## src/zsps_pkg.sv

```systemverilog
// Package for the zero suppression and pedestal subtraction block.
// Holds payload types, opcodes, field widths and constants; depends on nothing.
`default_nettype none

package zsps_pkg;

   // Default configuration of the table geometry and pedestal format.
   localparam int CHANNELS_DEF      = 4800;
   localparam int CAPS_DEF          = 128;
   localparam int BOARDS_DEF        = 6;
   localparam int PED_FRAC_BITS_DEF = 4;

   // Fixed field widths.
   localparam int OP_W       = 2;
   localparam int BOARD_W    = 3;
   localparam int CAP_WORD_W = 16;
   localparam int CAP_SEL_W  = 7;
   localparam int CHAN_W     = 13;
   localparam int ADC_W      = 16;
   localparam int PED_W      = 20;
   localparam int THR_W      = 16;
   localparam int RAW_W      = 20;
   localparam int SECTOR_W   = 4;
   localparam int FIBER_W    = 6;
   localparam int HITS_W     = 13;
   localparam int SUM_OUT_W  = 32;
   localparam int OBYTES_W   = 15;
   localparam int ENTRY_W    = PED_W + THR_W;

   // Signed accumulator in pedestal units, and rounded pedestal width.
   localparam int SUM_W   = 40;
   localparam int PED_R_W = PED_W + 1;

   localparam logic [SECTOR_W-1:0]  SECTOR_RESET   = 4'd1;
   localparam logic [FIBER_W-1:0]   FIBER_OFFSET   = 6'd2;
   localparam logic [HITS_W-1:0]    HITS_MAX       = 13'h1FFF;
   localparam logic [OBYTES_W:0]    OBYTES_BASE    = 16'd8;
   localparam logic [OBYTES_W:0]    OBYTES_MAX     = 16'd32767;
   localparam logic [SUM_OUT_W-1:0] ADC_SUM_MAX    = 32'hFFFF_FFFF;

   localparam logic KIND_HIT     = 1'b0;
   localparam logic KIND_SUMMARY = 1'b1;

   typedef enum logic [OP_W-1:0] {
      OP_LOAD   = 2'd0,
      OP_START  = 2'd1,
      OP_SAMPLE = 2'd2,
      OP_END    = 2'd3
   } op_type;

   typedef struct packed {
      op_type                op;
      logic [BOARD_W-1:0]    board;
      logic [CAP_WORD_W-1:0] cap_word;
      logic [CHAN_W-1:0]     chan;
      logic [ADC_W-1:0]      adc;
      logic [PED_W-1:0]      ped_fixed;
      logic [THR_W-1:0]      threshold;
      logic [RAW_W-1:0]      raw_bytes;
   } req_payload_type;

   typedef struct packed {
      logic                  kind;
      logic [CHAN_W-1:0]     hit_chan;
      logic [ADC_W-1:0]      hit_value;
      logic [CAP_WORD_W-1:0] event_cap_word;
      logic [FIBER_W-1:0]    fiber;
      logic [HITS_W-1:0]     hit_count;
      logic [SUM_OUT_W-1:0]  adc_sum;
      logic [OBYTES_W-1:0]   sparse_bytes;
      logic                  oversize;
   } rsp_payload_type;

   // One table entry: pedestal and threshold.
   typedef struct packed {
      logic [PED_W-1:0] ped;
      logic [THR_W-1:0] thr;
   } entry_type;

   // Item held between the front stage and the back stage.
   typedef struct packed {
      logic              valid;
      op_type            op;
      logic              ok;
      logic [CHAN_W-1:0] chan;
      logic [ADC_W-1:0]  adc;
   } stage_type;

   // Event header latched by a start item.
   typedef struct packed {
      logic [BOARD_W-1:0]    board;
      logic [CAP_WORD_W-1:0] cap_word;
      logic [RAW_W-1:0]      raw_bytes;
   } event_type;

endpackage

`default_nettype wire

```

## src/zsps_front.sv

```systemverilog
// Front stage: decodes items, forms table addresses, counts channels and
// latches the event header. Uses types and opcodes from zsps_pkg.
`default_nettype none

module zsps_front #(
   parameter int CHANNELS = zsps_pkg::CHANNELS_DEF,
   parameter int CAPS     = zsps_pkg::CAPS_DEF,
   parameter int BOARDS   = zsps_pkg::BOARDS_DEF,
   parameter int ADDR_W   = 1
) (
   input  wire logic                     clock,
   input  wire logic                     reset,
   input  wire logic                     req_valid,
   output      logic                     req_stall,
   input  wire zsps_pkg::req_payload_type req_payload,
   input  wire logic                     take,
   output      logic                     mem_wr_en,
   output      logic [ADDR_W-1:0]        mem_wr_addr,
   output      zsps_pkg::entry_type      mem_wr_data,
   output      logic                     mem_rd_en,
   output      logic [ADDR_W-1:0]        mem_rd_addr,
   output      zsps_pkg::stage_type      stage,
   output      zsps_pkg::event_type      evt
);

   localparam int CNT_W = $clog2(CHANNELS + 1);

   zsps_pkg::stage_type stage_ff, stage_in;
   zsps_pkg::event_type evt_ff, evt_in;
   logic [CNT_W-1:0]    chan_index_ff, chan_index_in;
   logic [ADDR_W-1:0]   base_ff, base_in;
   logic                base_ok_ff, base_ok_in;

   logic                         accept;
   logic [zsps_pkg::CAP_SEL_W-1:0] cap;
   logic                         board_cap_ok;
   logic [ADDR_W-1:0]            row_base;
   logic                         sample_go;

   assign req_stall = stage_ff.valid && !take;
   assign accept    = req_valid && !req_stall;

   assign cap = req_payload.cap_word[zsps_pkg::CAP_SEL_W-1:0];
   assign board_cap_ok = (4'(req_payload.board) < 4'(BOARDS)) && (8'(cap) < 8'(CAPS));
   assign row_base = (ADDR_W'(req_payload.board) * ADDR_W'(CAPS) + ADDR_W'(cap))
                     * ADDR_W'(CHANNELS);

   assign mem_wr_en   = accept && (req_payload.op == zsps_pkg::OP_LOAD) && board_cap_ok
                        && (14'(req_payload.chan) < 14'(CHANNELS));
   assign mem_wr_addr = row_base + ADDR_W'(req_payload.chan);
   assign mem_wr_data = '{ped: req_payload.ped_fixed, thr: req_payload.threshold};

   assign sample_go   = chan_index_ff < CNT_W'(CHANNELS);
   assign mem_rd_en   = accept && (req_payload.op == zsps_pkg::OP_SAMPLE) && sample_go;
   assign mem_rd_addr = base_ff + ADDR_W'(chan_index_ff);

   always_comb begin
      stage_in      = stage_ff;
      evt_in        = evt_ff;
      chan_index_in = chan_index_ff;
      base_in       = base_ff;
      base_ok_in    = base_ok_ff;
      if (accept) begin
         stage_in.valid = 1'b1;
         stage_in.op    = req_payload.op;
         stage_in.ok    = sample_go && base_ok_ff;
         stage_in.chan  = zsps_pkg::CHAN_W'(chan_index_ff);
         stage_in.adc   = req_payload.adc;
         unique case (req_payload.op)
            zsps_pkg::OP_START: begin
               evt_in.board     = req_payload.board;
               evt_in.cap_word  = req_payload.cap_word;
               evt_in.raw_bytes = req_payload.raw_bytes;
               chan_index_in    = '0;
               base_in          = row_base;
               base_ok_in       = board_cap_ok;
            end
            zsps_pkg::OP_SAMPLE: begin
               if (sample_go) begin
                  chan_index_in = chan_index_ff + CNT_W'(1);
               end
            end
            zsps_pkg::OP_LOAD, zsps_pkg::OP_END: begin
            end
            default: begin
            end
         endcase
      end else if (take) begin
         stage_in.valid = 1'b0;
      end
   end

   // Only the valid flag and the event state are reset; the rest of the
   // stage register simply follows its next value.
   always_ff @(posedge clock) begin
      if (reset) begin
         stage_ff.valid <= 1'b0;
         evt_ff         <= '0;
         chan_index_ff  <= '0;
         base_ff        <= '0;
         base_ok_ff     <= 1'b1;
      end else begin
         stage_ff.valid <= stage_in.valid;
         evt_ff         <= evt_in;
         chan_index_ff  <= chan_index_in;
         base_ff        <= base_in;
         base_ok_ff     <= base_ok_in;
      end
      stage_ff.op   <= stage_in.op;
      stage_ff.ok   <= stage_in.ok;
      stage_ff.chan <= stage_in.chan;
      stage_ff.adc  <= stage_in.adc;
   end

   assign stage = stage_ff;
   assign evt   = evt_ff;

endmodule

`default_nettype wire

```

## config.mk

```make
export PLATFORM = sky130hd
export DESIGN_NAME = zsps_front
export DESIGN_NICKNAME = d
export VERILOG_FILES = /design/src/zsps_pkg.sv /design/src/zsps_front.sv
export SDC_FILE = /design/constraint.sdc
export NUM_CORES = 1
export LEC_CHECK = 0
export ABC_AREA = 1
export ABC_CLOCK_PERIOD_IN_PS = 4680
export BUFFER_PORTS_ARGS = -buffer_cell sky130_fd_sc_hd__buf_2
export CORE_ASPECT_RATIO = 1.75
export CORE_MARGIN = 5
export CORE_UTILIZATION = 46
export DETAILED_ROUTE_END_ITERATION = 8
export GPL_TIMING_DRIVEN = 0
export PLACE_DENSITY = 0.86
export SETUP_SLACK_MARGIN = 0.05
export SYNTH_ARGS = -nofsm -noshare
export SYNTH_HDL_FRONTEND = slang
export SYNTH_SLANG_ARGS = --single-unit
export TNS_END_PERCENT = 1
```

## constraint.sdc

```tcl
create_clock -name clock -period 4.68 [get_ports clock]
set_input_delay 0.468 -clock clock [delete_from_list [all_inputs] [get_ports clock]]
set_output_delay 0.468 -clock clock [all_outputs]
set_load 0.005 [all_outputs]
```

[After elaboration in Yosys (flattened, before gate mapping)]
Cells that the tools add are included.
Cells by class
  equal/unequal tests: 3
  muxes and demuxes: 4
  reduce and logical (&&, ||, !) cells: 15
  $add $sub $neg: 1
  $lt $le $gt $ge: 3
Operator list (number)
  < comparator 13 bit, second input constant: 2
  one-hot mux 13 bit (2 select lines): 1
  adder 13 x 1 -> 13 bit, second input constant: 1
  two-way mux 13 bit: 1
  logical AND 1 bit: 8
  nonzero test 2 bit: 2
  < comparator 3 bit, second input constant: 1
  AND reduction 3 bit: 1
  == test 2 x 1 -> 1 bit, second input constant: 1
  == test 2 bit, second input constant: 1
  zero test 1 bit: 2
  zero test 2 bit: 1
  two-way mux 1 bit: 2
  inequality test 2 bit, second input constant: 1
  AND reduction 2 bit: 1
Storage, ports and cells
  logic and storage cells: 36
  input port bits: 110
  output and inout port bits: 113
  register bits: 86

[Longest topological paths before layout]
  word-level depth: 7
  gate-level depth with buffers: 10
  gate-level depth less buffers: 10

[Worst setup path after synthesis]
OpenSTA, ideal clock, no wires.
  path kind: input to register
  start point: input take
  end point: register evt_ff, in the netlist evt[10]
  path buffers: 2
  cell stages on the path: 9
  setup slack: 2.810 ns
  arrival time: 1.754 ns
  library setup time: 0.116 ns
  required time: 4.564 ns
  cell sequence: inv_1 > nand2_2 > nand2_1 > inv_2 > nand3_4 > clkbuf_2 > buf_2 > o21ai_0 > nor2_1
On the way
  word-level cells in the longest chain between the ends: 5
Ends and longest elaborated chain
  from (decl): line zsps_front.sv:16  | input wire logic take,
  zero test 1 bit: line zsps_front.sv:40  | assign req_stall = stage_ff.valid && !take;
  logical AND 1 bit: line zsps_front.sv:40
  zero test 1 bit: line zsps_front.sv:41  | assign accept = req_valid && !req_stall;
  logical AND 1 bit: line zsps_front.sv:41
  named net accept: line zsps_front.sv:34  | logic accept;
  AND reduction 2 bit (no source line)
  to (signal assigned): line zsps_front.sv:104  | evt_ff <= evt_in;
  to (decl): line zsps_front.sv:29  | zsps_pkg::event_type evt_ff, evt_in;
The timed path passes the listed nets, and every way through them passes these cells.
A chain may end at the register's enable or synchronous reset.

[Worst setup path in the final report]
  start point: register stage_ff, in the netlist stage[32]
  end point: output mem_wr_en
On the way
  word-level cells in the longest chain between the ends: 6
Ends and longest elaborated chain
  from (decl): line zsps_front.sv:28  | zsps_pkg::stage_type stage_ff, stage_in;
  logical AND 1 bit: line zsps_front.sv:40
  zero test 1 bit: line zsps_front.sv:41
  logical AND 1 bit: line zsps_front.sv:41
  named net accept: line zsps_front.sv:34
  logical AND 1 bit (2 in a row): line zsps_front.sv:48  | assign mem_wr_en = accept && (req_payload.op == zsps_pkg::OP_LOAD) && board_cap_ok
  logical AND 1 bit: line zsps_front.sv:49  | && (14'(req_payload.chan) < 14'(CHANNELS));
  to (decl): line zsps_front.sv:17  | output logic mem_wr_en,
The timed path passes the listed nets, and every way through them passes these cells.

==> flow_summary.ini <==
[route]
postRouteAntennaNets = 0
num_vias = 3257
post-route-drc-count = 0
wl_per_cell_um = 15.1
via_per_inst = 4.93
dr.pass1.iters = 4
wl_um = 10000
dr.first_iter.drc_count = 196

[setup_path]
start_kind = register
crit_required_ns = 4.21
cp_max_fo = 34
critPathArrivalTime_ns = 1.84
critPathKind = reg2out
critPathCaptureType = output pin

[timing]
clock.fmax_ghz = 0.434
finalHoldViolCount = 0
final.min_clock_period_ns = 2.30
drv_slew = 0
setup_viol = 0
finalSetupTns_ns = 0
skew_ns = 0.00737
hold_slack_ns = 0.302
tightest_slew_ns = 0.724
rsz0062_at_grt = false
period_share = 0.492
relSlewSlack = 0.517

[clock_network]
clock_path_buffers = 2
htree_num_levels = 3
cts_tree = built
clock_sinks = 86
cts-root-buf = clkbuf_16
clk_pin_slew_ns = 0.06
post_cts_resized = 0
clock_latency_ns = 0.34
post_cts_buffers = 0
cts_buffers = 9
postCtsHoldBufs = 0

[synthesis]
synth-seq-cells = 86
synth.largest_area_cell = dfxtp_1
syn_area_mm2 = 0.00347
yosysTopAreaCellShare = 0.311
ys_seq_area_frac = 0.588
yosysWarnings = 0
synthTopCellsByArea = dfxtp_1, edfxtp_1, nor2_1
syn_nets = 487
avgSynthCellArea_um2 = 9.24
yosysUniqueCellTypes = 28
syn_inst = 376

[grt]
antenna_found_initial = 0
grt_usage = 0.215
grt_max_degree = 35
grt.overflow.total = 0
grt_first_pass_wirelength_um = 15300
grt_pass1_vias = 3274

[pwr]
total_power_mw = 1.72
vdd_drop_max_mv = 0.193
p_per_area_mw_per_mm2 = 359
p_leak_nw = 2.29

[floorplanning]
die_w_um = 75.7
start_util = 0.466
die-height_um = 125
core_area_mm2 = 0.00746
fp.dieArea_mm2 = 0.00946
io_pins = 223
fp-row-count = 42

[placed_design]
placed_cell_area_mm2 = 0.00449
gp_congestion = 0.849
dp_hpwl_um = 8020
port_buffers = 180

[hold_path]
hp-class = in2reg

[layout]
final_common_cell = buf_2
drive_gt1_frac = 0.437
num_antenna_cells = 0
final_cell_mix = buf_2, nor2_1, dfxtp_1
fin_nets = 678
stdcell_area_mm2 = 0.00479
areaGrowthSynthToFinish_pct = 37.7

[run_status]
status = finished, final reports clean

[run]
drv_cap = 0
## area by class of cell
type	instances	area [um2]
plain buffers	50	342
clock buffers	12	256
clock inverters	4	43.8
fillers	613	2680
inverters	25	93.8
multi-input cells	215	997
flip-flops and latches	86	2040
well taps	88	110
repair buffers	180	901
## layer usage
layer	part of all wire	track usage	vias up
li1	-	-	1566
met1	0.32	0.217	1480
met2	0.54	0.390	189
met3	0.11	0.0458	22
met4	0.028	0.109	0
met5	0	0	-
## final timing paths
path	from	end	cells after the start	slack, ns
worst max-delay path	stage[32]$_SDFFE_PP0P_	mem_wr_en	6	2.38
worst min-delay path	req_payload[57]	stage[1]$_DFFE_PP_	1	0.30
worst max register to register	stage[32]$_SDFFE_PP0P_	evt[9]$_SDFFE_PP0P_	8	2.62
worst min register to register	chan_index_ff[11]$_SDFFE_PP0P_	stage[27]$_DFFE_PP_	0	0.47
## power by group
group          internal (mW)  switching, mW
registers              0.811         0.0126
logic                 0.0919         0.0889
clock network          0.439          0.272
total                   1.34          0.373
## worst max-delay path, stage by stage, from the launching register on
cell and delay, ns:
dfxtp_1 0.31, nand2_2 0.09, nand2_1 0.09, inv_2 0.54
nand4_1 0.17, a21oi_1 0.16, buf_2 0.13
## metrics by stage
| stage | worst slack (ns) | util | instances |
|---|---|---|---|
| finish | 2.38 | 0.641 | 660 |
| global route | 2.24 | 0.641 | 660 |
| CTS | 2.34 | 0.641 | 660 |
| detailed placement | 2.34 | 0.601 | 644 |
| global placement | 2.38 | 0.601 | 644 |
| floorplan | 2.81 | - | 376 |
## registers in the layout (all words and copies together) (netlist names)
register and flops:
base_ok_ff 1, evt 39, stage 33, chan_index_ff 13
## cell usage after synthesis
cell type and n:
o211ai_1 1, a21oi_1 13, edfxtp_1 32, xor2_1 1, nand3b_1 2, dfxtp_1 54
buf_2 5, nor3_2 1, nor2_1 92, nand4_1 2, nor4_1 1, nand2_1 40
clkbuf_2 1, nand3_2 4, a21oi_2 1, nand3_4 1, inv_1 23, nand3_1 8
nor2_4 1, clkbuf_1 6, buf_4 37, buf_6 1, o21ai_0 42, o21ai_4 1
ha_1 1, nand2_2 2, o31ai_1 1, inv_2 2
## logic make-up (layout without fill, tap and decap cells)
family          after synthesis  count (layout)  share of synthesized area
simple gates                154             154                      0.190
flops                        86              86                      0.588
buf+inv                      75             271                      0.125
compound gates               59              59                     0.0907
fa+ha+maj                     1               1                    0.00360
xor+xnor                      1               1                    0.00252
(Power assumes the default switching activity.)
