## src/zsps_pkg.sv

```systemverilog
// Package for the zero suppression and pedestal subtraction block.
// Holds payload types, opcodes, field widths and constants; depends on nothing.
`default_nettype none

package zsps_pkg;

   // Default configuration of the table geometry and pedestal format.
   localparam int CHANNELS_DEF      = 4800;
   localparam int CAPS_DEF          = 128;
   localparam int BOARDS_DEF        = 6;
   localparam int PED_FRAC_BITS_DEF = 4;

   // Fixed field widths.
   localparam int OP_W       = 2;
   localparam int BOARD_W    = 3;
   localparam int CAP_WORD_W = 16;
   localparam int CAP_SEL_W  = 7;
   localparam int CHAN_W     = 13;
   localparam int ADC_W      = 16;
   localparam int PED_W      = 20;
   localparam int THR_W      = 16;
   localparam int RAW_W      = 20;
   localparam int SECTOR_W   = 4;
   localparam int FIBER_W    = 6;
   localparam int HITS_W     = 13;
   localparam int SUM_OUT_W  = 32;
   localparam int OBYTES_W   = 15;
   localparam int ENTRY_W    = PED_W + THR_W;

   // Signed accumulator in pedestal units, and rounded pedestal width.
   localparam int SUM_W   = 40;
   localparam int PED_R_W = PED_W + 1;

   localparam logic [SECTOR_W-1:0]  SECTOR_RESET   = 4'd1;
   localparam logic [FIBER_W-1:0]   FIBER_OFFSET   = 6'd2;
   localparam logic [HITS_W-1:0]    HITS_MAX       = 13'h1FFF;
   localparam logic [OBYTES_W:0]    OBYTES_BASE    = 16'd8;
   localparam logic [OBYTES_W:0]    OBYTES_MAX     = 16'd32767;
   localparam logic [SUM_OUT_W-1:0] ADC_SUM_MAX    = 32'hFFFF_FFFF;

   localparam logic KIND_HIT     = 1'b0;
   localparam logic KIND_SUMMARY = 1'b1;

   typedef enum logic [OP_W-1:0] {
      OP_LOAD   = 2'd0,
      OP_START  = 2'd1,
      OP_SAMPLE = 2'd2,
      OP_END    = 2'd3
   } op_type;

   typedef struct packed {
      op_type                op;
      logic [BOARD_W-1:0]    board;
      logic [CAP_WORD_W-1:0] cap_word;
      logic [CHAN_W-1:0]     chan;
      logic [ADC_W-1:0]      adc;
      logic [PED_W-1:0]      ped_fixed;
      logic [THR_W-1:0]      threshold;
      logic [RAW_W-1:0]      raw_bytes;
   } req_payload_type;

   typedef struct packed {
      logic                  kind;
      logic [CHAN_W-1:0]     hit_chan;
      logic [ADC_W-1:0]      hit_value;
      logic [CAP_WORD_W-1:0] event_cap_word;
      logic [FIBER_W-1:0]    fiber;
      logic [HITS_W-1:0]     hit_count;
      logic [SUM_OUT_W-1:0]  adc_sum;
      logic [OBYTES_W-1:0]   sparse_bytes;
      logic                  oversize;
   } rsp_payload_type;

   // One table entry: pedestal and threshold.
   typedef struct packed {
      logic [PED_W-1:0] ped;
      logic [THR_W-1:0] thr;
   } entry_type;

   // Item held between the front stage and the back stage.
   typedef struct packed {
      logic              valid;
      op_type            op;
      logic              ok;
      logic [CHAN_W-1:0] chan;
      logic [ADC_W-1:0]  adc;
   } stage_type;

   // Event header latched by a start item.
   typedef struct packed {
      logic [BOARD_W-1:0]    board;
      logic [CAP_WORD_W-1:0] cap_word;
      logic [RAW_W-1:0]      raw_bytes;
   } event_type;

endpackage

`default_nettype wire

```

## src/zsps_back.sv

```systemverilog
// Back stage: threshold compare, pedestal subtraction, event accumulation
// and the result register. Uses types and constants from zsps_pkg.
`default_nettype none

module zsps_back #(
   parameter int PED_FRAC_BITS = zsps_pkg::PED_FRAC_BITS_DEF
) (
   input  wire logic                          clock,
   input  wire logic                          reset,
   input  wire zsps_pkg::stage_type           stage,
   input  wire zsps_pkg::entry_type           entry,
   input  wire zsps_pkg::event_type           evt,
   input  wire logic [zsps_pkg::SECTOR_W-1:0] sector_number,
   output      logic                          take,
   output      logic                          rsp_valid,
   input  wire logic                          rsp_stall,
   output      zsps_pkg::rsp_payload_type     rsp_payload
);

   localparam int HALF  = (PED_FRAC_BITS > 0) ? (1 << (PED_FRAC_BITS - 1)) : 0;
   localparam int RND_W = zsps_pkg::SUM_W + 1;

   logic [zsps_pkg::HITS_W-1:0]       hits_ff, hits_in;
   logic signed [zsps_pkg::SUM_W-1:0] sum_ff, sum_in;
   logic                              rsp_valid_ff, rsp_valid_in;
   zsps_pkg::rsp_payload_type         rsp_ff, rsp_in;

   logic                              fire;
   logic                              hit;
   logic [zsps_pkg::PED_R_W-1:0]      ped_round;
   logic signed [zsps_pkg::SUM_W-1:0] adc_scaled;
   logic signed [zsps_pkg::SUM_W-1:0] ped_ext;
   logic signed [RND_W-1:0]           sum_round;
   logic signed [RND_W-1:0]           sum_shift;
   logic [zsps_pkg::SUM_OUT_W-1:0]    adc_sum;
   logic [zsps_pkg::OBYTES_W:0]       obytes;

   assign take = !rsp_valid_ff || !rsp_stall;
   assign fire = stage.valid && take;
   assign hit  = (stage.op == zsps_pkg::OP_SAMPLE) && stage.ok && (stage.adc > entry.thr);

   assign ped_round  = zsps_pkg::PED_R_W'((zsps_pkg::PED_R_W'(entry.ped)
                       + zsps_pkg::PED_R_W'(HALF)) >> PED_FRAC_BITS);
   assign adc_scaled = $signed(zsps_pkg::SUM_W'(stage.adc) << PED_FRAC_BITS);
   assign ped_ext    = $signed(zsps_pkg::SUM_W'(entry.ped));

   // Summary rounding and saturation of the accumulated sum.
   assign sum_round = RND_W'(sum_ff) + $signed(RND_W'(HALF));
   assign sum_shift = sum_round >>> PED_FRAC_BITS;
   always_comb begin
      if (sum_round <= 0) begin
         adc_sum = '0;
      end else if (sum_shift > $signed(RND_W'(zsps_pkg::ADC_SUM_MAX))) begin
         adc_sum = zsps_pkg::ADC_SUM_MAX;
      end else begin
         adc_sum = sum_shift[zsps_pkg::SUM_OUT_W-1:0];
      end
   end

   assign obytes = zsps_pkg::OBYTES_BASE + (zsps_pkg::OBYTES_W + 1)'({hits_ff, 2'b00});

   always_comb begin
      hits_in      = hits_ff;
      sum_in       = sum_ff;
      rsp_valid_in = rsp_valid_ff;
      rsp_in       = rsp_ff;
      if (fire) begin
         if (stage.op == zsps_pkg::OP_START) begin
            hits_in = '0;
            sum_in  = '0;
         end else if (hit) begin
            sum_in = sum_ff + adc_scaled - ped_ext;
            if (hits_ff != zsps_pkg::HITS_MAX) begin
               hits_in = hits_ff + zsps_pkg::HITS_W'(1);
            end
         end
      end
      if (take) begin
         rsp_valid_in = fire && (hit || (stage.op == zsps_pkg::OP_END));
         rsp_in       = '0;
         if (hit) begin
            rsp_in.kind      = zsps_pkg::KIND_HIT;
            rsp_in.hit_chan  = stage.chan;
            rsp_in.hit_value = stage.adc - ped_round[zsps_pkg::ADC_W-1:0];
         end else begin
            rsp_in.kind           = zsps_pkg::KIND_SUMMARY;
            rsp_in.event_cap_word = evt.cap_word;
            rsp_in.fiber          = zsps_pkg::FIBER_W'({sector_number, 1'b0})
                                    + zsps_pkg::FIBER_W'(evt.board)
                                    - zsps_pkg::FIBER_OFFSET;
            rsp_in.hit_count      = hits_ff;
            rsp_in.adc_sum        = adc_sum;
            rsp_in.sparse_bytes   = (obytes > zsps_pkg::OBYTES_MAX)
                                    ? zsps_pkg::OBYTES_W'(zsps_pkg::OBYTES_MAX)
                                    : obytes[zsps_pkg::OBYTES_W-1:0];
            rsp_in.oversize       = zsps_pkg::RAW_W'(obytes) > evt.raw_bytes;
         end
      end
   end

   always_ff @(posedge clock) begin
      if (reset) begin
         hits_ff      <= '0;
         sum_ff       <= '0;
         rsp_valid_ff <= 1'b0;
      end else begin
         hits_ff      <= hits_in;
         sum_ff       <= sum_in;
         rsp_valid_ff <= rsp_valid_in;
      end
   end

   always_ff @(posedge clock) begin
      rsp_ff <= rsp_in;
   end

   assign rsp_valid   = rsp_valid_ff;
   assign rsp_payload = rsp_ff;

endmodule

`default_nettype wire

```

## config.mk

```make
export PLATFORM = sky130hd
export DESIGN_NAME = zsps_back
export DESIGN_NICKNAME = d
export VERILOG_FILES = /design/src/zsps_pkg.sv /design/src/zsps_back.sv
export SDC_FILE = /design/constraint.sdc
export NUM_CORES = 1
export LEC_CHECK = 0
export BUFFER_PORTS_ARGS = -buffer_cell sky130_fd_sc_hd__buf_2
export CORE_MARGIN = 3
export CORE_UTILIZATION = 50
export DETAILED_ROUTE_END_ITERATION = 12
export GPL_TIMING_DRIVEN = 1
export PLACE_DENSITY = 0.75
export SLEW_MARGIN = 20
export SYNTH_ARGS = -nofsm -noshare
export SYNTH_HDL_FRONTEND = slang
export SYNTH_SLANG_ARGS = --single-unit
```

## constraint.sdc

```tcl
create_clock -name clock -period 3.8 [get_ports clock]
set_input_delay 0.19 -clock clock [delete_from_list [all_inputs] [get_ports clock]]
set_output_delay 0.19 -clock clock [all_outputs]
set_load 0.1 [all_outputs]
```

---- Word level (Yosys, flattened, before mapping) ----
Cells that the tools add are included.
storage, ports and cells
  output and inout port bits .............. 115
  input port bits ......................... 115
  bits in registers ....................... 167
cells by class
  equal/unequal tests ..................... 4
  multiplexer cells ....................... 8
  order comparisons ....................... 5
  $add $sub $neg .......................... 9
  reductions and logical operators ........ 13
operators with widths
  cell                                                                               number
  40-bit 2-to-1 mux                                                                  2
  40-bit by 5-bit adder with 41-bit output, second input constant                    1
  41-bit by 1-bit less-or-equal comparator with 1-bit output, second input constant  1
  40-bit by 21-bit adder with 40-bit output                                          1
  40-bit by 21-bit subtractor with 40-bit output                                     1
  13-bit 2-to-1 mux                                                                  3
  37-bit by 33-bit greater-than comparator with 1-bit output, second input constant  1
  32-bit 2-to-1 mux                                                                  1
  20-bit by 4-bit adder with 20-bit output, second input constant                    1
  16-bit by 20-bit greater-than comparator with 1-bit output                         1
  4-bit by 15-bit adder with 16-bit output, first input constant                     1
  16-bit by 15-bit greater-than comparator with 1-bit output, second input constant  1
  16-bit greater-than comparator                                                     1
  16-bit subtractor                                                                  1
  15-bit 2-to-1 mux                                                                  1
  13-bit by 1-bit adder with 13-bit output, second input constant                    1
  13-bit inequality test, second input constant                                      1
  5-bit by 3-bit adder with 6-bit output                                             1
  6-bit by 2-bit subtractor with 6-bit output, second input constant                 1
  2-bit equality test, second input constant                                         2
  1-bit logical AND                                                                  4
  2-bit nonzero test                                                                 2
  3-bit AND reduction                                                                1
  2-bit by 1-bit equality test with 1-bit output, second input constant              1
  other kinds (5)                                                                    7

---- Longest topological paths before layout ----
Gate-level depths: netlist of run 1.
  word-level depth ........................ 5
  depth in mapped cells ................... 15
  gate-level depth less buffers ........... 15

---- Worst setup path before layout of run 1 ----
Ideal clock, no wire load.
  path kind ............................... flip-flop to flip-flop
  from .................................... register rsp_valid_ff, in the netlist rsp_valid
  to ...................................... register hits_ff[10] in the netlist's numbering
  buffers on the path ..................... 2
  stages on the path, launching flop included .. 8
  setup time .............................. 0.059 ns
  arrival ................................. 5.825 ns
  setup slack ............................. -2.084 ns
  period minus slack after synthesis ...... 5.884 ns
  required time ........................... 3.741 ns
  path through ............................ dfxtp_1 -> nand2_1 -> and2_1 -> clkbuf_1 -> a21o_1 -> clkbuf_1 -> or4_1 -> nand2_1
between the ends
  cells in the longest elaborated chain, start to end .. 4
RTL lines
  item                           line              text
  from (decl)                    zsps_back.sv:25   logic rsp_valid_ff, rsp_valid_in;
  from (signal assigned)         zsps_back.sv:109  rsp_valid_ff <= rsp_valid_in;
  1-bit zero test                zsps_back.sv:38   assign take = !rsp_valid_ff || !rsp_stall;
  1-bit logical OR               zsps_back.sv:38
  via take                       zsps_back.sv:14   output logic take,
  1-bit logical AND              zsps_back.sv:39   assign fire = stage.valid && take;
  3-bit AND reduction (no line)  --
  to (signal assigned)           zsps_back.sv:107  hits_ff <= hits_in;
  to (decl)                      zsps_back.sv:23   logic [zsps_pkg::HITS_W-1:0] hits_ff, hits_in;
The timed path passes the listed nets, and every way through them passes these cells.
A chain may end at the register's enable or synchronous reset.

---- Final worst setup path of run 1 ----
  from .................................... register sum_ff[12] in the netlist's numbering
  to ...................................... register sum_ff[39] in the netlist's numbering
between the ends
  cells in the longest elaborated chain, start to end .. 4
RTL lines
  item                                            line              text
  from (decl)                                     zsps_back.sv:24   logic signed [zsps_pkg::SUM_W-1:0] sum_ff, sum_in;
  from (signal assigned)                          zsps_back.sv:108  sum_ff <= sum_in;
  40-bit by 21-bit adder with 40-bit output       zsps_back.sv:72   sum_in = sum_ff + adc_scaled - ped_ext;
  40-bit by 21-bit subtractor with 40-bit output  zsps_back.sv:72
  40-bit 2-to-1 mux                               zsps_back.sv:71   end else if (hit) begin
  40-bit 2-to-1 mux                               zsps_back.sv:68   if (stage.op == zsps_pkg::OP_START) begin
No other way between the ends. The select of a mux whose other input is x is not followed.

==> flow_summary_export.csv, run 1 <==
group,metric,value,unit
timing,drv_slew,0,
power,intPower,3.578,mW
timing,slew_headroom,0.3369,
yosys,synth_fp_nets,1488,
place,dp_hpwl,23080,um
clock_tree,cts_resized,0,
timing,clock.fmax,283.6,MHz
power,pwr-share-seq,0.360,
yosys,synthCells,1239,
route,totalWireLength,30080,um
floorplan,coreArea,22710,um^2
clock_tree,cts_tree,"done",
global_routing,grt_pass1_wl,47600,um
floorplan,die-height,158.1,um
layout,fin_util,0.5988,
yosys,synth_area,11560,um^2
clock_tree,cts_made_buffers,17,
global_routing,antenna_found_initial,5,
place,place_congestion,0.9560,
worst_setup_path,cp_max_fo,7,
floorplan,initial_core_util,0.5093,
yosys,async_flop_share,0,
min_path,min_path_type,"in2reg",
timing,rsz0062_at_grt,"false",
min_path,min_from,"stage[32]",
layout,num-nets-final,1706,
global_routing,first_global_vias,9350,
floorplan,dieWidth,158.1,um
route,vias,9624,
timing,period_needed,3.526,ns
route,drt_iter0_drc,627,
timing,skew,0.01126,ns
timing,setup_ws,0.2738,ns
global_routing,grt_usage,0.2397,
power,ir_worst_vdd,0.0002434,V
clock_tree,cts_max_level,4,
place,io_buffers,229,
layout,seqCellArea,4444,um^2
job,maxCapViolations,0,
place,dp_slack,0.3176,ns
global_routing,gr-total-overflow,0,
route,routedWlPerCell,17.09,um
worst_setup_path,cp-startpoint,"sum_ff[12]",
timing,fin_crit_sh,0.9279,
worst_setup_path,setup.worst_path.end_class,"flip-flop",
yosys,syn_area_per_cell,9.334,um^2
power,switching_share,0.3834,
layout,multi_input_area,6391,um^2
clock_tree,clk_latency,0.44,ns
layout,area_delta_synth_final,17.59,%
power,power_switching,2.225,mW
power,p_clk_frac,0.313,
timing,tightest_slew,0.9946,ns
layout,fillers,1968,
yosys,synth_edf_count,112,
clock_tree,cts_root_buf,"clkbuf_16",
worst_setup_path,path_class,"reg2reg",
power,comb_power_share,0.326,
clock_tree,clkSinkCount,166,
yosys,ys_seq_area_frac,0.3843,
yosys,synth_flop_cell,"edfxtp_1",
worst_setup_path,timing.rr.start,"sum_ff[12]",
clock_tree,cts_buffer_depth,2,
layout,drive_gt1_frac,0.2007,
floorplan,ios,230,
run_status,status,"completed",
route,ant_nets,0,
route,vias_per_cell,5.468,
floorplan,dieArea,24990,um^2
yosys,synth-warning-count,0,
timing,hold_viol_final,0,
clock_tree,clkTransAtPathRegs,0.07,ns
worst_setup_path,cp.arrival,3.90,ns
floorplan,rows,55,
yosys,synth_cell_types,62,
clock_tree,cts-hold-fix-buffers,0,
route,firstDrtPassIters,5,
global_routing,grt_max_degree,59,
route,drc_errors,0,
power,p_leak,6.597,nW
timing,final.setup.tns,0,ns
clock_tree,cts_setup_buffers,0,
power,powerDensity,426.7,nW/um^2
worst_setup_path,required,4.18,ns
yosys,ys_ff_latch,166,
timing,setup_viol,0,
worst_setup_path,start_kind,"flip-flop",
[path summary, 6_finish.rpt]
kind	endpoint	slack [ns]	cells after the start
worst min register to register	sum_ff[1]	0.46	2
worst min-delay path	rsp_valid	0.02	3
worst max-delay path	sum_ff[39]	0.27	13
worst max register to register	sum_ff[39]	0.27	13
[critical path, stage by stage (launching register included)]
cell and delay, ns:
dfxtp_1 0.45, inv_1 0.09, fa_1 0.49, inv_1 0.04, ha_1 0.38, a21oi_1 0.24
o22ai_1 0.11, a211oi_2 0.24, o31ai_2 0.13, a211o_1 0.36, a21o_1 0.22, a221o_1 0.34
o41a_1 0.32, nand2_1 0.07
[flip-flops by register name (all words and copies together), names as in the netlist]
register and cells:
rsp_payload 112, sum_ff 40, hits_ff 13, rsp_valid 1
[layout by cell type (no fill, tap or decap), types with 7 or more instances in the layout]
cell       count
o21a_1        15
a21o_1        34
a31oi_1       10
o21bai_1       7
o21ai_0       47
clkbuf_16     17
and3_1        22
o31ai_1        7
buf_2        229
nor3_1        14
and2_1        49
a211oi_1       9
fa_1          19
xor2_1        35
buf_4         11
nor2_1        66
nand3_1       49
dfxtp_1       54
nand2_1       85
or3_1          7
edfxtp_1     112
nand4_1       21
or4_1          7
ha_1         115
a21oi_1      119
nor2b_1       10
or2_2          7
xnor2_1       69
inv_1        143
[power groups by stage]
stage                     clock [mW]  sequential, mW  combinational [mW]
after CTS                       1.84            2.09                1.89
final                           1.82            2.09                1.89
after global routing            1.91            2.10                2.05
after detailed placement           0            2.13                1.88
after floorplan                    0            2.82               0.823
after global placement             0            2.13                1.86
[cell type report]
type / count / share of cell area
Sequential cell: 166 / 0.3268
Clock inverter: 13 / 0.01196
Multi-Input combinational cell: 887 / 0.4700
Clock buffer: 19 / 0.03257
Tap cell: 285 / 0.02622
Antenna cell: 5 / 0.0009200
Timing Repair Buffer: 241 / 0.09182
Inverter: 144 / 0.03975
[metal layers]
layer / part of all wire / global-route usage / vias to the layer above
li1: - / - / 4774
met1: 0.43 / 0.3095 / 4486
met2: 0.49 / 0.4049 / 303
met3: 0.052 / 0.03800 / 61
met4: 0.030 / 0.09218 / 0
met5: 0 / 0 / -
[synthesized netlist by cell type (3+ instances only)]
cell	count	area, um^2
o21bai_1	7	52.55
and3_1	22	137.6
nand4_1	21	131.4
nor4_1	5	31.28
o21ai_0	47	235.2
fa_1	19	380.4
a221o_1	3	30.03
buf_2	4	20.02
a21oi_1	119	595.6
o211ai_1	5	37.54
a211o_1	4	35.03
dfxtp_1	54	1081
o22ai_1	3	18.77
a22o_1	5	43.79
xor2_1	35	306.5
nor3_1	14	70.07
or2_2	7	43.79
a21o_1	34	255.2
and4_1	5	43.79
nor2b_1	10	62.56
o31ai_1	7	52.55
or3_1	7	43.79
a211oi_1	9	67.56
o21a_1	15	112.6
xnor2_1	69	604.3
inv_1	143	536.8
clkbuf_1	28	105.1
or4_1	7	52.55
nand3_1	49	245.2
a31oi_1	10	62.56
nor2_1	66	247.7
nand2b_1	6	37.54
nand2_1	86	322.8
and2_1	49	306.5
buf_4	8	60.06
edfxtp_1	112	3363
ha_1	115	1439
[cells by family (layout without fill, tap and decap cells)]
logic type / after synthesis / after routing / share of synthesized area
flip-flops: 166 / 166 / 0.3843
adder cells (fa/ha/maj): 134 / 134 / 0.1573
AO/OA/AOI/OAI: 285 / 285 / 0.1524
AND/OR/NAND/NOR: 364 / 364 / 0.1632
buffers and inverters: 186 / 417 / 0.06405
other: 0 / 5 / 0
XOR/XNOR: 104 / 104 / 0.07876
[per-stage QoR]
step           cells  total power [mW]  area, um^2  hold WS (ns)
2_1_floorplan   1239             3.646       11570        0.3305
3_3_place_gp    1723             3.991       12980        0.4391
3_5_place_dp    1723             4.008       12980        0.4568
4_1_cts         1755             5.822       13590      0.008060
5_1_grt         1760             6.058       13600      0.003271
6_report        1760             5.803       13600       0.02304
Power figures use the tool's default switching activity.
==> run 2, diff against run 1 <==
- RECOVER_POWER: default -> 50
==> flow_summary_export.csv, run 2 (synthesized netlist as in run 1, its figures left out) <==
group,metric,value,unit
run_status,status,"completed",
timing,hold_viol_final,0,
timing,clock.fmax,282.4,MHz
timing,final.setup.tns,0,ns
global_routing,grt_max_degree,59,
global_routing,grt_usage,0.2397,
place,io_buffers,229,
layout,drive_gt1_frac,0.1238,
timing,setup_ws,0.2586,ns
worst_setup_path,required,4.18,ns
min_path,min_path_type,"in2reg",
global_routing,first_global_vias,9350,
floorplan,initial_core_util,0.5093,
place,place_congestion,0.9560,
power,ir_worst_vdd,0.0002444,V
worst_setup_path,setup.worst_path.end_class,"flip-flop",
worst_setup_path,cp_max_fo,7,
layout,final_cell_mix,"inv_1 (143), a21oi_1 (119), buf_2 (116), ha_1 (115), clkbuf_1 (114)",
power,powerDensity,429.9,nW/um^2
timing,period_needed,3.541,ns
global_routing,grt_pass1_wl,47600,um
floorplan,coreArea,22710,um^2
power,pwr-share-seq,0.362,
worst_setup_path,cp-startpoint,"sum_ff[12]",
route,totalWireLength,30170,um
clock_tree,cts-hold-fix-buffers,0,
layout,multi_input_area,6391,um^2
floorplan,die-height,158.1,um
floorplan,dieWidth,158.1,um
place,dp_hpwl,23080,um
timing,tightest_slew,1.448,ns
floorplan,rows,55,
power,power_switching,2.231,mW
place,dp_slack,0.3176,ns
power,intPower,3.553,mW
timing,slew_headroom,0.03457,
route,ant_nets,0,
route,vias_per_cell,5.468,
power,p_clk_frac,0.315,
clock_tree,cts_tree,"done",
clock_tree,cts_max_level,4,
route,routedWlPerCell,17.14,um
worst_setup_path,r2r_cells,13,
layout,seqCellArea,4444,um^2
worst_setup_path,rrSetupSlack,0.26,ns
route,drc_errors,0,
power,power,5.784,mW
power,p_leak,6.159,nW
timing,setup_viol,0,
floorplan,ios,230,
timing,rsz0062_at_grt,"false",
layout,fillers,2028,
worst_setup_path,timing.rr.start,"sum_ff[12]",
clock_tree,cts_made_buffers,17,
timing,drv_slew,0,
global_routing,gr-total-overflow,0,
layout,area_delta_synth_final,16.33,%
clock_tree,clkTransAtPathRegs,0.07,ns
power,comb_power_share,0.323,
clock_tree,cts_resized,0,
timing,fin_crit_sh,0.9320,
route,drt_iter0_drc,647,
worst_setup_path,start_kind,"flip-flop",
route,firstDrtPassIters,5,
worst_setup_path,cp.arrival,3.92,ns
route,vias,9624,
layout,num-nets-final,1706,
clock_tree,cts_setup_buffers,0,
power,switching_share,0.3858,
floorplan,dieArea,24990,um^2
layout,largest_register_ffs,112,
clock_tree,cts_root_buf,"clkbuf_16",
job,maxCapViolations,0,
global_routing,antenna_found_initial,5,
clock_tree,clkSinkCount,166,
clock_tree,clk_latency,0.44,ns
clock_tree,cts_buffer_depth,2,
timing,skew,0.01125,ns
worst_setup_path,crit_end,"sum_ff[39]",
layout,final_common_cell,"inv_1",
worst_setup_path,path_class,"reg2reg",
worst_setup_path,r2r-end,"sum_ff[39]",
[run 2: changes by cell type in the layout (fill, tap and decap cells not counted)]
cell / delta
buf_2: -113
buf_4: -2
clkbuf_1: +113
clkbuf_2: +2
[run 2: final cells by class]
| class | count | share of cell area |
|---|---|---|
| diodes | 5 | 0.0009301 |
| clock inverters | 13 | 0.01209 |
| well taps | 285 | 0.02651 |
| inverters | 144 | 0.04018 |
| flip-flops and latches | 166 | 0.3304 |
| clock buffers | 19 | 0.03292 |
| multi-input cells | 887 | 0.4751 |
| repair buffers | 241 | 0.08194 |
[run 2: how the worst min path moves through the flow]
stage                    from         to  slack (ns)  cells after the start
floorplan           stage[32]  rsp_valid        0.33                      2
global placement    sum_ff[0]  sum_ff[0]        0.44                      2
detailed placement  sum_ff[1]  sum_ff[1]        0.46                      2
CTS                 stage[32]  rsp_valid       0.008                      3
global route        stage[32]  rsp_valid       0.003                      3
finish              stage[32]  rsp_valid        0.02                      3
[run 2: power by group through the flow]
stage	Clock (mW)	Sequential, mW	Combinational (mW)
detailed placement	0	2.13	1.88
global route	1.91	2.11	2.02
CTS	1.84	2.09	1.89
floorplan	0	2.82	0.823
global placement	0	2.13	1.86
finish	1.82	2.10	1.87
[run 2: critical path: stages (launching register included)]
cell,delay [ns]
dfxtp_1,0.45
inv_1,0.09
fa_1,0.49
inv_1,0.04
ha_1,0.38
a21oi_1,0.25
o22ai_1,0.11
a211oi_2,0.25
o31ai_2,0.13
a211o_1,0.36
a21o_1,0.22
a221o_1,0.34
o41a_1,0.32
nand2_1,0.07
[run 2: metrics by stage]
stage | utilization | instance area, um^2 | cells | hold WS [ns]
final | 0.5924 | 13450 | 1760 | 0.02005
after global routing | 0.5924 | 13450 | 1760 | 0.003271
after CTS | 0.5983 | 13590 | 1755 | 0.008060
after detailed placement | 0.5716 | 12980 | 1723 | 0.4568
after global placement | 0.5716 | 12980 | 1723 | 0.4391
after floorplan | - | 11570 | 1239 | 0.3305
[run 2: layer usage]
| metal | share of wire | vias to the layer above | track usage |
|---|---|---|---|
| met4 | 0.030 | 0 | 0.09218 |
| met3 | 0.052 | 57 | 0.03800 |
| li1 | - | 4780 | - |
| met2 | 0.49 | 312 | 0.4049 |
| met5 | 0 | - | 0 |
| met1 | 0.43 | 4475 | 0.3095 |
==> run 3, diff against run 2 <==
- ABC_AREA: default -> 1
- PLACE_DENSITY: 0.75 -> default
- PLACE_DENSITY_LB_ADDON: default -> 0.3
==> flow_summary_export.csv, run 3 <==
group,metric,value,unit
run_status,status,"complete, but fails checks",
run_status,violations,"max-capacitance violations, max-slew violations",
clock_tree,cts_setup_buffers,0,
global_routing,grt_max_degree,63,
min_path,worstHoldPathCells,3,
yosys,synth_compound_area_frac,0.1011,
worst_setup_path,slowest_stage,"dfxtp_1",
power,ir_worst_vdd,0.0002703,V
timing,drv_slew,63,
timing,hold_viol_final,0,
yosys,synth-simple-area-share,0.2716,
clock_tree,clk_latency,0.45,ns
global_routing,first_global_vias,12190,
clock_tree,cts_buffer_depth,2,
power,p_leak,7.499,nW
yosys,synth_fa_ha_area_frac,0.1399,
yosys,synth.area.mux_share,0,
route,ant_nets,0,
worst_setup_path,start_kind,"flip-flop",
yosys,synthCells,1784,
power,powerDensity,369.4,nW/um^2
timing,fin_crit_sh,0.8641,
layout,final_common_cell,"nand2_1",
worst_setup_path,cp_top_family,"simple AND/OR/NAND/NOR gates",
place,io_buffers,229,
worst_setup_path,setup.worst_path.end_class,"flip-flop",
floorplan,coreArea,25400,um^2
yosys,synth_xor_area_frac,0.04839,
layout,drive_gt1_frac,0.1040,
worst_setup_path,crit_chain,"ha_1 -> inv_2 -> nor2_4 -> nand2_4 -> nor2_4 -> nand3_1 -> nand2_1 -> nand2_1 -> nor2_1 -> nand3_1 -> nor2_1 -> nand3_1 -> nand3_2 -> buf_4 -> nor2_1",
global_routing,antenna_found_initial,1,
timing,period_needed,3.284,ns
route,vias,12530,
worst_setup_path,r2r_cells,15,
route,drc_errors,0,
clock_tree,cts_root_buf,"clkbuf_16",
yosys,syn_area_per_cell,7.290,um^2
timing,rsz0062_at_grt,"false",
yosys,synth_area,13000,um^2
layout,final_cells,2351,
clock_tree,cts-hold-fix-buffers,0,
timing,slew_headroom,-0.03425,
worst_setup_path,cp_max_fo,32,
worst_setup_path,max_stage_delay,0.56,ns
worst_setup_path,path_class,"reg2reg",
floorplan,rows,58,
layout,largest_register_ffs,112,
floorplan,ios,230,
yosys,ys_seq_area_frac,0.3417,
clock_tree,cts_made_buffers,17,
yosys,synth_top_family_by_area,"simple AND/OR/NAND/NOR gates",
timing,tightest_slew,1.551,ns
worst_setup_path,critPathBufInv,2,
place,dp_hpwl,33240,um
yosys,ys_top_cells_by_area,"edfxtp_1 (26%), nand2_1 (12%), ha_1 (11%), dfxtp_1 (8.3%), inv_1 (8.3%)",
route,totalWireLength,40520,um
yosys,synth_cell_types,44,
route,vias_per_cell,5.330,
floorplan,dieWidth,167.3,um
clock_tree,cts_max_level,4,
clock_tree,clkTransAtPathRegs,0.08,ns
route,firstDrtPassIters,6,
yosys,synth_fp_nets,2033,
place,place_inst,2318,
global_routing,grt_usage,0.2858,
timing,final.setup.tns,0,ns
route,drt_iter0_drc,1226,
yosys,async_flop_share,0,
yosys,synth_commonest_cells,"nand2_1 (407), inv_1 (286), nor2_1 (243), a21oi_1 (160), ha_1 (115)",
clock_tree,cts_resized,0,
job,maxCapViolations,1,
global_routing,gr-total-overflow,0,
yosys,synth.top_cell.area_share,0.2586,
yosys,yosysTopAreaCell,"edfxtp_1",
floorplan,initial_core_util,0.5120,
yosys,synth-warning-count,0,
worst_setup_path,required,3.98,ns
place,place_congestion,1.007,
layout,area_delta_synth_final,15.01,%
clock_tree,cts_tree,"done",
route,routedWlPerCell,17.24,um
layout,fin_util,0.5889,
global_routing,grt_pass1_wl,63690,um
timing,setup_viol,0,
worst_setup_path,cp.depth,15,
min_path,min_path_type,"in2reg",
yosys,synth_edf_count,112,
yosys,synth_flop_cell,"edfxtp_1",
layout,final_cell_mix,"nand2_1 (407), inv_1 (286), nor2_1 (243), a21oi_1 (160)",
layout,num-nets-final,2256,
timing,clock.fmax,304.6,MHz
clock_tree,clkSinkCount,166,
floorplan,die-height,167.3,um
yosys,post-synth-top-count-cell,"nand2_1",
timing,skew,0.01770,ns
yosys,ys_ff_latch,166,
worst_setup_path,cp.arrival,3.46,ns
floorplan,dieArea,27980,um^2
run 3: worst paths after layout:
| kind | start | to | slack (ns) |
|---|---|---|---|
| min | stage[32] | rsp_valid | 0.02 |
| max reg2reg | sum_ff[3] | rsp_payload[17] | 0.52 |
| max | sum_ff[3] | rsp_payload[17] | 0.52 |
| min reg2reg | hits_ff[8] | hits_ff[8] | 0.48 |
run 3: area by class of cell:
cell class / instances / area [um^2]
Timing Repair Buffer: 241 / 1089
Inverter: 289 / 1085
Clock buffer: 17 / 425.4
Sequential cell: 166 / 4444
Fill cell: 2446 / 10440
Multi-Input combinational cell: 1292 / 7296
Tap cell: 330 / 412.9
Clock inverter: 15 / 202.7
Antenna cell: 1 / 2.502
run 3: stage by stage:
| step | total power [mW] | area [um^2] | hold slack, ns | worst slack (ns) |
|---|---|---|---|---|
| finish | 5.524 | 14960 | 0.02062 | 0.5165 |
| global route | 5.763 | 14960 | 0.02701 | 0.3063 |
| CTS | 5.548 | 15110 | 0.01205 | 0.5501 |
| detailed placement | 3.751 | 14480 | 0.4711 | 0.5807 |
| global placement | 3.736 | 14480 | 0.4677 | 0.5291 |
| floorplan | 3.376 | 13010 | 0.3327 | 0.7260 |
run 3: report_power, final:
part | switching (mW) | internal [mW] | leakage, nW
logic | 1.29 | 0.372 | 5.46
clock network | 0.914 | 0.900 | 0.297
registers | 0.0344 | 2.02 | 1.74
run 3: tightest hold or removal path, delay by kind of cell:
kind,cells,cell delay (ns)
simple gates,1,0.06
buf+inv,1,0.12
compound gates,1,0.05
run 3: kinds of logic after synthesis:
group                    after synthesis
AO/OA/AOI/OAI                        248
adder cells (fa/ha/maj)              134
buffers and inverters                326
flip-flops                           166
XOR/XNOR                              71
AND/OR/NAND/NOR                      839
run 3: layer usage:
layer,wire (um),GRT usage,up-vias
li1,-,-,6169
met1,16860,0.3681,5758
met2,19100,0.4877,509
met3,3020,0.04131,96
met4,1550,0.1117,0
met5,0,0,-
